[src/sv/nms_pkg.sv]
`default_nettype none
package nms_pkg;

  localparam int MAX_KEPT    = 32;
  localparam int IDX_W       = $clog2(MAX_KEPT);
  localparam int CNT_W       = $clog2(MAX_KEPT + 1);
  localparam int CORNERS     = 4;
  localparam int COORDS      = 2 * CORNERS;
  localparam int COORD_IDX_W = $clog2(COORDS);
  localparam int COORD_W     = 16;
  localparam int FRAC_W      = 4;
  localparam int PX_W        = COORD_W - FRAC_W;
  localparam int SPAN_W      = PX_W + 1;
  localparam int AREA_W      = 2 * PX_W + 1;
  localparam int UNI_W       = AREA_W + 1;
  localparam int THR_W       = 16;
  localparam int PROD_W      = UNI_W + THR_W;
  localparam int SUM_W       = 32;
  localparam int MCNT_W      = 16;
  localparam int DIVN_W      = SUM_W + 1;
  localparam int DSTEP_W     = $clog2(DIVN_W + 1);
  localparam int CONF_W      = 16;
  localparam int CLS_W       = 3;
  localparam int COL_W       = 2;
  localparam int MARK_W      = 2;
  localparam int CFG_IDX_W   = 2;
  localparam int CFG_DATA_W  = 16;
  localparam int QUEUE_DEPTH = 2;
  localparam int QPTR_W      = $clog2(QUEUE_DEPTH);
  localparam int QCNT_W      = $clog2(QUEUE_DEPTH + 1);

  localparam logic [MCNT_W-1:0] MCNT_MAX = '1;

  localparam logic [MARK_W-1:0] MARK_MORE  = 2'd0;
  localparam logic [MARK_W-1:0] MARK_LAST  = 2'd1;
  localparam logic [MARK_W-1:0] MARK_EMPTY = 2'd2;

  localparam logic [CFG_IDX_W-1:0] REG_NMS_IOU   = 2'd0;
  localparam logic [CFG_IDX_W-1:0] REG_MERGE_IOU = 2'd1;
  localparam logic [CFG_IDX_W-1:0] REG_CONF_WIN  = 2'd2;

  localparam logic [THR_W-1:0]  NMS_IOU_RESET   = 16'd19661;
  localparam logic [THR_W-1:0]  MERGE_IOU_RESET = 16'd58982;
  localparam logic [CONF_W-1:0] CONF_WIN_RESET  = 16'd13107;

  typedef struct packed {
    logic [COORDS-1:0][COORD_W-1:0] corner;
    logic [PX_W-1:0]                x0;
    logic [PX_W-1:0]                y0;
    logic [PX_W-1:0]                x1;
    logic [PX_W-1:0]                y1;
    logic [AREA_W-1:0]              area;
    logic [CONF_W-1:0]              conf;
    logic [CLS_W-1:0]               cls;
    logic [COL_W-1:0]               col;
    logic                           last;
  } item_t;

  typedef struct packed {
    logic [THR_W-1:0]  nms_thr;
    logic [THR_W-1:0]  merge_thr;
    logic [CONF_W-1:0] conf_win;
  } cfg_t;

  typedef struct packed {
    logic [COORDS-1:0][COORD_W-1:0] avg;
    logic [CONF_W-1:0]              conf;
    logic [CLS_W-1:0]               cls;
    logic [COL_W-1:0]               col;
    logic [MARK_W-1:0]              marker;
  } result_t;

  typedef enum logic [2:0] {
    ST_IDLE,
    ST_SCAN,
    ST_UPDATE,
    ST_DIV_START,
    ST_DIV_WAIT,
    ST_PUT
  } back_state_t;

endpackage
`default_nettype wire

[src/sv/nms_front.sv]
`default_nettype none
module nms_front (
  input  wire logic [nms_pkg::COORDS-1:0][nms_pkg::COORD_W-1:0] corner,
  input  wire logic [nms_pkg::CONF_W-1:0]                       conf,
  input  wire logic [nms_pkg::CLS_W-1:0]                        cls,
  input  wire logic [nms_pkg::COL_W-1:0]                        col,
  input  wire logic                                             last,
  output nms_pkg::item_t                                        item
);

  logic signed [nms_pkg::COORD_W-1:0] min_x, max_x, min_y, max_y, cx, cy;
  logic signed [nms_pkg::PX_W-1:0]    px0, py0, px1, py1;
  logic signed [nms_pkg::PX_W:0]      dw, dh;
  logic [nms_pkg::SPAN_W-1:0]         w, h;

  always_comb begin
    min_x = $signed(corner[0]);
    max_x = $signed(corner[0]);
    min_y = $signed(corner[1]);
    max_y = $signed(corner[1]);
    for (int k = 1; k < nms_pkg::CORNERS; k++) begin
      cx = $signed(corner[2*k]);
      cy = $signed(corner[2*k+1]);
      if (cx < min_x) min_x = cx;
      if (cx > max_x) max_x = cx;
      if (cy < min_y) min_y = cy;
      if (cy > max_y) max_y = cy;
    end
    // floor to whole pixels: drop the fraction bits
    px0 = min_x[nms_pkg::COORD_W-1:nms_pkg::FRAC_W];
    py0 = min_y[nms_pkg::COORD_W-1:nms_pkg::FRAC_W];
    px1 = max_x[nms_pkg::COORD_W-1:nms_pkg::FRAC_W];
    py1 = max_y[nms_pkg::COORD_W-1:nms_pkg::FRAC_W];
    dw  = {px1[nms_pkg::PX_W-1], px1} - {px0[nms_pkg::PX_W-1], px0};
    dh  = {py1[nms_pkg::PX_W-1], py1} - {py0[nms_pkg::PX_W-1], py0};
    w   = nms_pkg::SPAN_W'(dw) + nms_pkg::SPAN_W'(1);
    h   = nms_pkg::SPAN_W'(dh) + nms_pkg::SPAN_W'(1);

    item.corner = corner;
    item.x0     = px0;
    item.y0     = py0;
    item.x1     = px1;
    item.y1     = py1;
    item.area   = nms_pkg::AREA_W'(w) * nms_pkg::AREA_W'(h);
    item.conf   = conf;
    item.cls    = cls;
    item.col    = col;
    item.last   = last;
  end

endmodule
`default_nettype wire

[config.mk]
export PLATFORM = sky130hd
export DESIGN_NAME = nms_front
export DESIGN_NICKNAME = d
export VERILOG_FILES = /design/src/sv/nms_pkg.sv /design/src/sv/nms_front.sv
export SDC_FILE = /design/constraint.sdc
export NUM_CORES = 1
export LEC_CHECK = 0
export CORE_MARGIN = 3
export CORE_UTILIZATION = 35
export DETAILED_ROUTE_END_ITERATION = 12
export DONT_BUFFER_PORTS = 1
export PLACE_DENSITY = 0.57
export SLEW_MARGIN = 20
export SYNTH_ARGS = -nofsm -noshare
export SYNTH_HDL_FRONTEND = slang
export SYNTH_SLANG_ARGS = --single-unit
[constraint.sdc]
create_clock -name vclk -period 52.7
set_clock_uncertainty 0.2 [all_clocks]
set_input_delay 10.54 -clock vclk [all_inputs]
set_output_delay 10.54 -clock vclk [all_outputs]
set_load 0.1 [all_outputs]
# Word level (Yosys, flattened, before mapping)

Index checks and enable logic that the tools add are counted.

Word-level logic and storage cells: 29
Register bits after elaboration: 0
Input port bits: 150
Output and inout bits: 223

Order comparisons: 12
$add $sub $neg: 4
Multipliers: 1
Mux-type cells: 12

Operator list:

| cell                                          | count |
|---|---|
| 2-to-1 mux 16 bit                             | 12 |
| greater-than comparator 16 bit                | 6 |
| less-than comparator 16 bit                   | 6 |
| adder 13 x 2 -> 13 bit, second input constant | 2 |
| subtractor 12 x 12 -> 13 bit                  | 2 |
| multiplier 13 x 13 -> 25 bit                  | 1 |

# Longest topological paths before layout

Word-level depth: 9
Mapped depth: 73
Depth with buffers taken out: 68

# Worst setup path after synthesis

OpenSTA, ideal clock, no wires.

Path kind: input port to output port
Start: in corner[13] (netlist name)
End: out item[46] (netlist name)
Stages: 66
Setup slack: 14673 ps
Required time: 41960 ps
Buffers on the path: 7
Arrival: 27287 ps
Cell sequence: inv_1 -> ha_1 -> nand4_2 -> nor4_2 -> o21ai_1 -> a31o_1 -> and2_1 -> clkbuf_1 -> a21oi_2 -> buf_2 -> mux2i_1 -> ha_1 -> nor2b_1 -> o21a_1 -> o21a_1 -> o21a_1 -> o21ai_0 -> nand2b_1 -> (+30 left out) -> inv_1 -> fa_1 -> fa_1 -> inv_1 -> fa_1 -> inv_1 -> fa_1 -> ha_1 -> o21a_1 -> o22ai_1 -> a21oi_1 -> a41o_1 -> o41ai_1 -> o21ai_0 -> o21a_1 -> o31ai_1 -> o21ai_0 -> xnor2_1

RTL lines:

| what            | RTL line       | text |
|---|---|---|
| start, declared | nms_front.sv:3 | `input wire logic [nms_pkg::COORDS-1:0][nms_pkg::COORD_W-1:0] corner,` |
| end, declared   | nms_front.sv:8 | `output nms_pkg::item_t item` |

==> flow_summary.ini <==
[die]
core_mm2 = 0.0390
die_w_um = 206
io_pins = 373
core.rowCount = 72
dieHeight_um = 206
start_util = 0.357
dieArea_mm2 = 0.0423

[logic_synthesis]
post-synth-top-count-cell = inv_1
ys_warn_count = 0
yosysUniqueCellTypes = 63
synth_top_cell_by_area = ha_1
netlist_area_mm2 = 0.0139
yosysSeqAreaShare = 0
syn_nets = 2306
synth.avg_cell_area_um2 = 7.90
synth_area_leaders = ha_1, fa_1, inv_1
synth.top_cells.by_count = inv_1, ha_1, buf_4, fa_1, nand2_1
netlist_instances = 1764
synth_top_area_frac = 0.242

[flow_run]
maxCapViolations = 0

[timing]
worst_pin_slew_ps = 1100
final_hold_viol_count = 0
tns_ps = 0
setup_viol = 0
timing.final.crit_share = 0.722
max_freq_mhz = 26.3
drv_slew = 0
rsz0062_at_grt = no
min_period_ps = 38040
slew_headroom = 0.260

[detailed_routing]
vias = 11205
wl_per_cell_um = 18.7
drtAntennaViolNets = 0
dr.max_layer_used = met4
viasPerCell = 5.27
routed-wl-met3_um = 2640
wl_um = 39800
drt_iter0_markers = 502
wl_met1_um = 16500
drtPass1Iterations = 5
drc = 0
dr_wl_met2_um = 20000

[global_route]
grt_pass1_vias = 11670
grt_pass1_wl_um = 63500
grt_usage = 0.187
antenna_found_initial = 0
overflow = 0
grt_start_max_net_pins = 33

[worst_setup_path]
cp.arrival_ps = 27300
crit_path_end_kind = primary output
cp-start-kind = primary input
slowest_stage = mux2i_4
cp_max_fo = 32
cp_common_cell = a21oi_1
required_ps = 41960
path_class = primary input to primary output
cpPeakStageDelay_ps = 910

[cells_and_area]
multiInputGateArea_mm2 = 0.0120
seq_area_um2 = 0
diodes = 0
fin_nets = 2152
fill_cells = 4076
flops_and_latches = 0
n_clock_buffer = 0
areaGrowthSynthToFinish_pct = 1.12
drive_above_1_share = 0.0902

[worst_hold_path]
holdPathEnd = item[103]
hold_depth = 0
min_path_type = primary input to primary output
hold_path.startpoint = corner[8]

[clocking]
hold_buffers = 0
ctsResizeCount = 0
post-cts-setup-buffers = 0

[place]
portBuffers = 0
dp_hpwl_um = 35100
gp_congestion = 0.908

[run_status]
status = finished, final reports clean
[layer usage]
metal,GRT usage,vias up
met3,0.0332,56
met5,0,-
met1,0.224,5399
met2,0.354,364
met4,0.0256,0
li1,-,5386
[layout make-up]
| class | count | area share |
|---|---|---|
| tap | 518 | 0.0460 |
| multi-input combinational | 1261 | 0.849 |
| inverter | 306 | 0.0815 |
| timing repair buffer | 41 | 0.0232 |
[cells by family (layout without fill, tap and decap cells)]
kind of cell,count (synthesis),count (layout),synth area share
AND/OR/NAND/NOR,420,420,0.149
XOR/XNOR,44,44,0.0276
multiplexers,147,147,0.110
adder cells (fa/ha/maj),392,392,0.417
buffers and inverters,503,347,0.178
AO/OA/AOI/OAI,258,258,0.117
[cell usage in the layout (no fill, tap or decap), drive strengths merged, types with 8 or more instances in the layout]
cell type    n
nor2b       25
fa         122
nor3        23
nand3       23
o21ai       52
inv        306
mux2        34
ha         270
nand4       24
and2        55
nand2      122
xnor2       35
nand2b      30
xor2         9
a21o        36
buf         41
a21oi       94
o21a        20
o21bai       8
mux2i      113
nor2        97
[through the flow]
step,utilization,hold slack (ps),worst slack [ps],cell area (µm²),cells
detailed placement,0.361,20880,14680,14100,2126
global placement,0.361,20880,14830,14100,2126
CTS,0.361,20880,14590,14100,2126
global route,0.361,20880,13370,14100,2126
floorplan,-,21090,14670,13900,1764
finish,0.361,20880,14660,14100,2126
[how the worst max path moves through the flow]
stage                    start  endpoint  cells after the start  slack [ps]
global placement    corner[13]  item[46]                     64       14830
CTS                 corner[13]  item[46]                     64       14590
detailed placement  corner[13]  item[45]                     61       14680
finish              corner[13]  item[46]                     63       14660
floorplan           corner[13]  item[46]                     66       14670
global route        corner[15]  item[46]                     64       13370
[critical path: cells and delay by family]
kind | cells | cell delay (ps)
compound gates | 31 | 8280
fa+ha+maj | 12 | 4460
simple gates | 8 | 1590
mux | 1 | 910
buf+inv | 8 | 850
xor+xnor | 3 | 580
Power is not shown: default switching activity piles up to over one toggle a cycle in this logic, so the estimate is an artifact.
