**config.mk**
```make
export PLATFORM = sky130hd
export DESIGN_NAME = nms_fifo
export DESIGN_NICKNAME = d
export VERILOG_FILES = /design/src/sv/nms_pkg.sv /design/src/sv/nms_fifo.sv
export SDC_FILE = /design/constraint.sdc
export NUM_CORES = 1
export LEC_CHECK = 0
export BUFFER_PORTS_ARGS = -buffer_cell sky130_fd_sc_hd__buf_4
export CORE_ASPECT_RATIO = 0.8
export CORE_UTILIZATION = 57
export DETAILED_ROUTE_END_ITERATION = 10
export GPL_ROUTABILITY_DRIVEN = 0
export GPL_TIMING_DRIVEN = 1
export MAX_ROUTING_LAYER = met4
export PLACE_DENSITY_LB_ADDON = 0.08
export SLEW_MARGIN = 20
export SYNTH_ARGS = -nofsm -noshare
export SYNTH_HDL_FRONTEND = slang
export SYNTH_SLANG_ARGS = --single-unit
```
**constraint.sdc**
```tcl
create_clock -name clk -period 19.7 [get_ports clk]
set_clock_uncertainty 0.15 [all_clocks]
set_input_delay 3.94 -clock clk [delete_from_list [all_inputs] [get_ports clk]]
set_output_delay 3.94 -clock clk [all_outputs]
set_load 0.01 [all_outputs]
```
**src/sv/nms_pkg.sv**
```systemverilog
`default_nettype none
package nms_pkg;

  localparam int MAX_KEPT    = 32;
  localparam int IDX_W       = $clog2(MAX_KEPT);
  localparam int CNT_W       = $clog2(MAX_KEPT + 1);
  localparam int CORNERS     = 4;
  localparam int COORDS      = 2 * CORNERS;
  localparam int COORD_IDX_W = $clog2(COORDS);
  localparam int COORD_W     = 16;
  localparam int FRAC_W      = 4;
  localparam int PX_W        = COORD_W - FRAC_W;
  localparam int SPAN_W      = PX_W + 1;
  localparam int AREA_W      = 2 * PX_W + 1;
  localparam int UNI_W       = AREA_W + 1;
  localparam int THR_W       = 16;
  localparam int PROD_W      = UNI_W + THR_W;
  localparam int SUM_W       = 32;
  localparam int MCNT_W      = 16;
  localparam int DIVN_W      = SUM_W + 1;
  localparam int DSTEP_W     = $clog2(DIVN_W + 1);
  localparam int CONF_W      = 16;
  localparam int CLS_W       = 3;
  localparam int COL_W       = 2;
  localparam int MARK_W      = 2;
  localparam int CFG_IDX_W   = 2;
  localparam int CFG_DATA_W  = 16;
  localparam int QUEUE_DEPTH = 2;
  localparam int QPTR_W      = $clog2(QUEUE_DEPTH);
  localparam int QCNT_W      = $clog2(QUEUE_DEPTH + 1);

  localparam logic [MCNT_W-1:0] MCNT_MAX = '1;

  localparam logic [MARK_W-1:0] MARK_MORE  = 2'd0;
  localparam logic [MARK_W-1:0] MARK_LAST  = 2'd1;
  localparam logic [MARK_W-1:0] MARK_EMPTY = 2'd2;

  localparam logic [CFG_IDX_W-1:0] REG_NMS_IOU   = 2'd0;
  localparam logic [CFG_IDX_W-1:0] REG_MERGE_IOU = 2'd1;
  localparam logic [CFG_IDX_W-1:0] REG_CONF_WIN  = 2'd2;

  localparam logic [THR_W-1:0]  NMS_IOU_RESET   = 16'd19661;
  localparam logic [THR_W-1:0]  MERGE_IOU_RESET = 16'd58982;
  localparam logic [CONF_W-1:0] CONF_WIN_RESET  = 16'd13107;

  typedef struct packed {
    logic [COORDS-1:0][COORD_W-1:0] corner;
    logic [PX_W-1:0]                x0;
    logic [PX_W-1:0]                y0;
    logic [PX_W-1:0]                x1;
    logic [PX_W-1:0]                y1;
    logic [AREA_W-1:0]              area;
    logic [CONF_W-1:0]              conf;
    logic [CLS_W-1:0]               cls;
    logic [COL_W-1:0]               col;
    logic                           last;
  } item_t;

  typedef struct packed {
    logic [THR_W-1:0]  nms_thr;
    logic [THR_W-1:0]  merge_thr;
    logic [CONF_W-1:0] conf_win;
  } cfg_t;

  typedef struct packed {
    logic [COORDS-1:0][COORD_W-1:0] avg;
    logic [CONF_W-1:0]              conf;
    logic [CLS_W-1:0]               cls;
    logic [COL_W-1:0]               col;
    logic [MARK_W-1:0]              marker;
  } result_t;

  typedef enum logic [2:0] {
    ST_IDLE,
    ST_SCAN,
    ST_UPDATE,
    ST_DIV_START,
    ST_DIV_WAIT,
    ST_PUT
  } back_state_t;

endpackage
`default_nettype wire

```
**src/sv/nms_fifo.sv**
```systemverilog
`default_nettype none
module nms_fifo (
  input  wire logic    clk,
  input  wire logic    rst,
  input  wire logic    push,
  input  wire nms_pkg::item_t push_item,
  output logic         full,
  input  wire logic    pop,
  output logic         not_empty,
  output nms_pkg::item_t pop_item
);

  nms_pkg::item_t                 slots [nms_pkg::QUEUE_DEPTH];
  logic [nms_pkg::QPTR_W-1:0]     wr_ptr, rd_ptr;
  logic [nms_pkg::QCNT_W-1:0]     count;
  logic                           do_push, do_pop;

  assign full      = (count == nms_pkg::QCNT_W'(nms_pkg::QUEUE_DEPTH));
  assign not_empty = (count != '0);
  assign pop_item  = slots[rd_ptr];
  assign do_push   = push && !full;
  assign do_pop    = pop && not_empty;

  always_ff @(posedge clk) begin
    if (rst) begin
      wr_ptr <= '0;
      rd_ptr <= '0;
      count  <= '0;
    end else begin
      if (do_push) begin
        wr_ptr <= (wr_ptr == nms_pkg::QPTR_W'(nms_pkg::QUEUE_DEPTH - 1)) ? '0
                  : wr_ptr + nms_pkg::QPTR_W'(1);
      end
      if (do_pop) begin
        rd_ptr <= (rd_ptr == nms_pkg::QPTR_W'(nms_pkg::QUEUE_DEPTH - 1)) ? '0
                  : rd_ptr + nms_pkg::QPTR_W'(1);
      end
      if (do_push && !do_pop) count <= count + nms_pkg::QCNT_W'(1);
      else if (do_pop && !do_push) count <= count - nms_pkg::QCNT_W'(1);
    end
  end

  always_ff @(posedge clk) begin
    if (do_push) slots[wr_ptr] <= push_item;
  end

endmodule
`default_nettype wire

```
After elaboration in Yosys (flattened, before gate mapping)

Memory sizes are Yosys's and may differ from the RTL's. A register that Yosys moved wholly into a read port is not among the register bits.
Index checks and enable logic that the tools add are counted.

Register bits after elaboration: 4
Memory bits (writable): 446
Bits of input ports: 227
Output and inout bits: 225
Memories: 1

$add $sub $neg: 4
Eq/ne operators: 1
Muxes and demuxes: 8
Reductions and logical operators: 9

Memory list:

| name  | words | width | rd ports | clocked after memory_dff | write ports | RTL line       | source |
|---|---|---|---|---|---|---|---|
| slots | 2     | 223   | 1        | 1                        | 1           | nms_fifo.sv:13 | `nms_pkg::item_t slots [nms_pkg::QUEUE_DEPTH];` |

Operators by type and width:

| kind                | count |
|---|---|
| $mux 1              | 6 |
| $logic_and 1x1->1   | 4 |
| $mux 2              | 2 |
| $reduce_bool 2->1   | 2 |
| $logic_not 1->1     | 3 |
| $add 1x1->1 const B | 2 |
| $add 2x1->2 const B | 1 |
| $eq 2x2->1 const B  | 1 |
| $sub 2x1->2 const B | 1 |

Logic depth before layout (Yosys ltp)

Gate-level depths: netlist of run 1.

Word-level depth: 7
Depth in mapped cells: 6

Worst setup path after synthesis of run 1

Ideal clock, no wire load.

Path kind: input to register
From: input push
To: memory slots[1][0] (netlist name), enable pin
Setup time: 0.612 ns
Arrival: 9.203 ns
Required time: 18.938 ns
Setup slack: 9.735 ns
Cell stages on the path: 3
Cell sequence: inv_1 > nor2_1 > and2_1

Longest elaborated chain between the ends: 3

RTL lines:

| what                         | RTL line       | source |
|---|---|---|
| from (decl)                  | nms_fifo.sv:5  | `input wire logic push,` |
| $logic_and 1x1->1            | nms_fifo.sv:21 | `assign do_push = push && !full;` |
| $mux 1                       | nms_fifo.sv:44 | `if (do_push) slots[wr_ptr] <= push_item;` |
| $mux 1 (implied by the code) | nms_fifo.sv:44 |  |
| to (decl)                    | nms_fifo.sv:13 |  |

No other way between the ends.

==> out/metrics.cfg, run 1 <==
[final_layout]
layout-area-overhead-vs-synth_pct=30.17
fraction_of_layout_instances_using_a_drive_strength_above_1_pct=60.67
layout.cells.most_common=buf_4
most-common-layout-cells=buf_4, edfxtp_1, mux2_4
n_fill_cell=1743
fin_nets=1425

[min_path]
holdPathStages=2
path_type_of_the_worst_min_delay_path=reg -> reg
min_from=wr_ptr
holdPathEnd=wr_ptr

[sta]
final.period_utilization_pct=40.03
final_hold_violation_count=0
fin_worst_hold_slack_ps=360.1
grt_setup_unrepaired=no
tightest_slew_ps=1081
fmax_mhz=126.8
slew_limit_fails=0
timing.max_slew.rel_slack_pct=27.90
timing.final.setup_violations=0
totalNegativeSetupSlack_ps=0
finalWorstPathRequiredPeriod_ps=7886

[synth]
synth.avg_cell_area_sq_um=23.66
ys_warn_count=0
synth_cells=719
synth-edff-count=446
postSynthRegisterBits=451
netlist-cell-type-count=16
ys_async_sr_fraction_pct=0
synth.cell_area_sq_um=17010
synthesis.nets=947
ys_dominant_reg_cell=edfxtp_1
seq_total_area_yosys_pct=79.32

[grt]
grt_remaining_overflow=0
antenna_violations_before_repair=1
grt_start_max_net_pins=164
global_route_wire_length_before_repair_um=49530
grt_use_total_pct=22.85
grt_pass1_vias=8416

[die]
initial_utilization_pct=57.94
core_sq_um=29360
die-area_sq_um=30540
die_h_um=156.5
top_level_ports=452
fp-row-count=56
die_w_um=195.1

[pwr]
power_density_nw_per_um2=131.0
power.share.sequential_pct=43.3
p_sw_share_pct=25.94
net-switching-power_mw=0.7522
cell_internal_pwr_mw=2.147
leakage_nw=8.593
comb_power_share_pct=27.9
clkPwrFrac_pct=28.7
power.ir.vdd_worst_mv=0.08815

[drt]
dr.first_iter.drc_count=480
drt_pass1_iterations=4
wl_per_cell_um=21.87
route.final.wire_length_um=35250
route.vias.total=8387
final_antenna_net_count=0
avgViaCountPerCell=5.203
drc=0

[clocking]
hold_buf_cts=0
clkSlewWorstSetupHoldPaths_ps=60
postcts_setup_bufs=0
cts_resized=0
insertion_delay_ps=530
tritoncts_num_sinks=451
clock_tree.buffer_depth=3
total_cts_buffers=44
tritoncts=built
cts_root_cell=clkbuf_16
cts_max_level=2

[setup_path]
worst_case_reg_to_reg_path_depth=4
crit_path_start_kind=flip-flop
worstPathRequired_ps=15610
cp_bufs_invs=3
critical-path-slowest-cell=buf_4
critical_path.top_delay_family=buffers and inverters
worst-r2r-setup-slack_ps=16750
cp_slowest_stage_delay_ps=910
cp_class=reg -> out
cp_common_cell=buf_4
cp-end-kind=output pin
crit_path_max_fanout=67
critical_path.reg2reg.startpoint=count[0]
timing.critical_path.arrival_ps=3800
crit_chain=buf_4, buf_4, mux2_4, buf_4
regToRegEndpoint=slots[0][169]

[run]
max_cap_violations=0

[place]
dp.final_hpwl_um=23980
port_buffers=451

[status]
outcome=completed

routing by layer:
| layer | up-vias | global-route usage, % | routed length (um) |
|---|---|---|---|
| li1 | 3830 | - | - |
| met1 | 4112 | 26.43 | 13390 |
| met2 | 361 | 36.56 | 17460 |
| met3 | 84 | 7.629 | 3036 |
| met4 | 0 | 10.20 | 1362 |
| met5 | - | - | 0 |
worst register-to-register path: stages (launching register included):
cell,delay [ps]
dfxtp_1,420
nor2b_1,110
or3_1,420
inv_8,600
buf_4,860
through the flow:
step | power [mW] | instance area [sq um] | cells | util, % | worst slack [ps]
global placement | 2.083 | 20690 | 1528 | 70.47 | 12340
CTS | 2.927 | 22140 | 1610 | 75.40 | 11720
floorplan | 1.777 | 17010 | 719 | - | 9735
detailed placement | 2.095 | 20690 | 1528 | 70.47 | 12290
finish | 2.900 | 22140 | 1612 | 75.42 | 11810
global route | 3.004 | 22140 | 1611 | 75.41 | 11600
how the worst max path moves through the flow:
stage,from,end,slack (ps),cells after the start
finish,flip-flop,pop_item[74],11810,4
global route,flip-flop,pop_item[74],11600,4
CTS,flip-flop,pop_item[199],11720,4
detailed placement,flip-flop,pop_item[199],12290,4
global placement,flip-flop,pop_item[70],12340,4
floorplan,push,slots[1][0],9730,3
power groups by stage:
stage	clock [mW]	sequential, mW	combinational [mW]
final	0.833	1.26	0.810
after global routing	0.883	1.27	0.855
after CTS	0.849	1.26	0.821
after detailed placement	0	1.28	0.818
after global placement	0	1.27	0.812
after floorplan	0	1.28	0.500
Yosys cell counts, drive strengths merged, types with 2 or more instances:
| master | number | area, sq um |
|---|---|---|
| a21oi | 2 | 10.01 |
| buf | 25 | 250.2 |
| dfxtp | 5 | 100.1 |
| edfxtp | 446 | 13390 |
| inv | 2 | 7.510 |
| mux2 | 223 | 3149 |
| nor2 | 4 | 15.01 |
| o21ai | 3 | 15.01 |
| or3 | 2 | 12.51 |
| xor2 | 3 | 26.28 |
cells by family (layout without fill, tap and decap cells):
logic type,count (synthesis),after routing,synth area share [%]
AOI/OAI and AO/OA,5,5,0.1471
and+or+nand+nor,9,9,0.2722
buffers and inverters,27,541,1.515
other,0,2,0
DFF,451,451,79.32
xor gates and xnor gates,3,3,0.1545
muxes,223,223,18.51
adders and majority gates,1,1,0.07354
registers in the layout, summed over array words and instances (netlist names), named ones only:
signal  cells
slots     446
rd_ptr      1
wr_ptr      1
count       2
final cells by class:
class | instances | area, sq um | area share, %
sequential | 451 | 13500 | 60.95
multi-input combinational | 241 | 3262 | 14.73
clock inverter | 23 | 250.2 | 1.130
antenna | 2 | 5.005 | 0.02260
inverter | 2 | 15.01 | 0.06781
timing repair buffer | 457 | 3443 | 15.55
tap | 377 | 471.7 | 2.130
clock buffer | 59 | 1199 | 5.413
Note: power is estimated with default switching activity, not from simulation.
==> run 2, diff against run 1 <==
Settings changed: ABC_AREA from default to 1, CORE_UTILIZATION 57 to 47.
Clock period 19.7 ns to 6.9 ns, I/O delays scaled along.
==> run 2 against run 1 <==
Flip-flop and latch count did not move; area after synthesis rose by 0.13%; sequential power rose to 2.8 times the previous value; clock power rose to 2.7 times the previous value; utilization fell by 12 points; wire length rose by 4.0%; via count rose by 0.50%; critical path depth fell by 1; first-iteration DRC count fell by 19%; setup slack got worse by 9200 ps; register-to-register slack got worse by 13000 ps; clock-buffer cell count fell by 1; critical endpoint is now pop_item[15].
==> out/metrics.cfg, run 2 <==
[synth]
yosys_top_cell_area_share_pct=78.63  ; was 78.73%
ys_warn_count=0  ; unchanged
netlist-cell-type-count=14  ; was 16
ys_top_cells_by_count=edfxtp_1, mux2_4, mux2_2  ; unchanged
ys_dominant_reg_cell=edfxtp_1  ; unchanged
count_leader_synth=edfxtp_1  ; unchanged
synth-edff-count=446  ; unchanged
seq_total_area_yosys_pct=79.22  ; was 79.32%
synth_area_leaders=edfxtp_1, mux2_4, mux2_2  ; unchanged
yosysTopAreaCell=edfxtp_1  ; unchanged
synthesis.nets=959  ; was 947
synth.cell_area_sq_um=17030  ; was 17010 sq um
synth.avg_cell_area_sq_um=23.30  ; was 23.66 sq um
ys_async_sr_fraction_pct=0  ; unchanged
postSynthRegisterBits=451  ; unchanged
synth_cells=731  ; was 719

[drt]
route.final.wire_length_um=36650  ; was 35250 um
final_antenna_net_count=0  ; unchanged
route.vias.total=8429  ; was 8387
drt_pass1_iterations=6  ; was 4
avgViaCountPerCell=4.901  ; was 5.203
dr.first_iter.drc_count=391  ; was 480
wl_per_cell_um=21.31  ; was 21.87 um
drc=0  ; unchanged

[pwr]
power_density_nw_per_um2=357.0  ; was 131.0 nW/um^2
p_sw_share_pct=25.82  ; was 25.94%
comb_power_share_pct=26.2  ; was 27.9%
cell_internal_pwr_mw=5.893  ; was 2.147 mW
power.share.sequential_pct=45.2  ; was 43.3%
clkPwrFrac_pct=28.6  ; was 28.7%
power.ir.vdd_worst_mv=0.2439  ; was 0.08815 mV
net-switching-power_mw=2.051  ; was 0.7522 mW
leakage_nw=8.591  ; was 8.593 nW

[die]
core_sq_um=35190  ; was 29360 sq um
die_h_um=172.3  ; was 156.5 um
fp-row-count=61  ; was 56
top_level_ports=452  ; unchanged
die-area_sq_um=37010  ; was 30540 sq um
initial_utilization_pct=48.41  ; was 57.94%
die_w_um=214.8  ; was 195.1 um

[setup_path]
critical-path-slowest-cell=buf_4  ; unchanged
cp-end-kind=output pin  ; unchanged
crit_chain=buf_4, mux2_2, buf_4  ; was buf_4, buf_4, mux2_4, buf_4
worst-r2r-setup-slack_ps=4130  ; was 16750 ps
critical_path.reg2reg.startpoint=count[1]  ; was count[0]
worst_case_reg_to_reg_path_depth=5  ; was 4
cp_class=reg -> out  ; unchanged
worstPathRequired_ps=5370  ; was 15610 ps
timing.critical_path.arrival_ps=2800  ; was 3800 ps
cp_common_cell=buf_4  ; unchanged
regToRegEndpoint=slots[0][197]  ; was slots[0][169]
crit_path_start_kind=flip-flop  ; unchanged
cp_slowest_stage_delay_ps=880  ; was 910 ps
crit_path_max_fanout=67  ; unchanged

[min_path]
holdPathEnd=rd_ptr  ; was wr_ptr
holdPathStages=2  ; unchanged
min_from=rd_ptr  ; was wr_ptr
path_type_of_the_worst_min_delay_path=reg -> reg  ; unchanged

[sta]
fmax_mhz=231.2
finalWorstPathRequiredPeriod_ps=4326
timing.final.setup_violations=0  ; unchanged
grt_setup_unrepaired=no  ; unchanged
final.period_utilization_pct=62.69
fin_worst_hold_slack_ps=367.7  ; was 360.1 ps
final_hold_violation_count=0  ; unchanged
timing.max_slew.rel_slack_pct=32.06  ; was 27.90%
tightest_slew_ps=1019  ; was 1081 ps
slew_limit_fails=0  ; unchanged

[clocking]
cts_resized=0  ; unchanged
total_cts_buffers=44  ; unchanged
clkSlewWorstSetupHoldPaths_ps=60  ; about the same
tritoncts_num_sinks=451  ; unchanged
hold_buf_cts=0  ; unchanged
tritoncts=built  ; unchanged
cts_root_cell=clkbuf_16  ; unchanged
insertion_delay_ps=530  ; about the same
postcts_setup_bufs=0  ; unchanged
clock_tree.buffer_depth=3  ; unchanged
cts_max_level=2  ; unchanged

[grt]
grt_pass1_vias=8569  ; was 8416
global_route_wire_length_before_repair_um=52450  ; was 49530 um
grt_start_max_net_pins=121  ; was 164
grt_remaining_overflow=0  ; unchanged
grt_use_total_pct=19.82  ; was 22.85%
antenna_violations_before_repair=3  ; was 1

[final_layout]
fraction_of_layout_instances_using_a_drive_strength_above_1_pct=59.84  ; was 60.67%
most-common-layout-cells=buf_4, edfxtp_1, mux2_4  ; unchanged
largest_reg_by_ff_count=slots  ; unchanged
fin_cells=1720  ; was 1612
layout.cells.most_common=buf_4  ; unchanged
largest_register_ffs=446  ; unchanged
layout-area-overhead-vs-synth_pct=30.65  ; was 30.17%
reg.largest.list=slots: 446 flops, count: 2 flops  ; unchanged
fin_nets=1440  ; was 1425

[place]
dp.final_hpwl_um=24630  ; was 23980 um
port_buffers=451  ; unchanged
placed_cells_incl_taps=1638  ; was 1528

[run]
max_cap_violations=0  ; unchanged

[status]
outcome=completed  ; unchanged

-- run 2: cell families (layout without fill, tap and decap cells) --
kind of cell | Yosys count | in the layout | synth area share [%]
simple gates | 18 | 18 | 0.4261
flops | 451 | 451 | 79.22
mux | 223 | 223 | 18.49
fa+ha+maj | 1 | 1 | 0.07345
other cells | 0 | 3 | 0
compound gates | 5 | 5 | 0.1469
buf+inv | 33 | 547 | 1.645
-- run 2: worst max-delay path by stage --
stage | from | end | slack, ps | cells after the start
2_1_floorplan | push | slots[0][0] | -1100 | 2
3_3_place_gp | push | slots[0][197] | 3090 | 5
3_5_place_dp | push | slots[0][56] | 3070 | 5
4_1_cts | flip-flop | pop_item[15] | 2520 | 3
5_1_grt | flip-flop | pop_item[215] | 2420 | 3
6_report | flip-flop | pop_item[15] | 2570 | 3
-- run 2: final cells by class --
type / count / area [sq um]
Inverter: 8 / 30.03
Fill cell: 2551 / 12930
Antenna cell: 3 / 7.507
Multi-Input combinational cell: 247 / 3274
Sequential cell: 451 / 13500
Tap cell: 472 / 590.6
Clock inverter: 21 / 188.9
Clock buffer: 58 / 1175
Timing Repair Buffer: 460 / 3491
-- run 2: power by group through the flow --
stage	Clock [mW]	Sequential, mW	Combinational (mW)
finish	2.28	3.59	2.08
global route	2.45	3.62	2.21
CTS	2.34	3.59	2.12
detailed placement	0	3.64	2.11
global placement	0	3.64	2.10
floorplan	0	3.67	1.24
-- run 2: metal layers --
metal,track usage (%),share of wire (%),vias to the layer above
met4,6.801,2.4,0
met1,24.16,39,4206
met5,-,0,-
li1,-,-,3858
met2,31.32,50,314
met3,6.438,8.5,51
-- run 2: worst max-delay path: cells and delay by family, from the launching register on --
| kind | cells | cell delay, ps |
|---|---|---|
| flops | 1 | 750 |
| mux | 1 | 430 |
| buf+inv | 2 | 1030 |
-- run 2: per-stage QoR --
| stage | power [mW] | TNS [ps] | cell area [sq um] | setup WS, ps | utilization, % |
|---|---|---|---|---|---|
| after floorplan | 4.909 | -489490 | 17040 | -1098 | - |
| after detailed placement | 5.758 | 0 | 20880 | 3068 | 59.35 |
| after CTS | 8.050 | 0 | 22250 | 2516 | 63.23 |
| after global placement | 5.738 | 0 | 20880 | 3093 | 59.35 |
| final | 7.945 | 0 | 22250 | 2574 | 63.25 |
| after global routing | 8.277 | 0 | 22250 | 2422 | 63.25 |
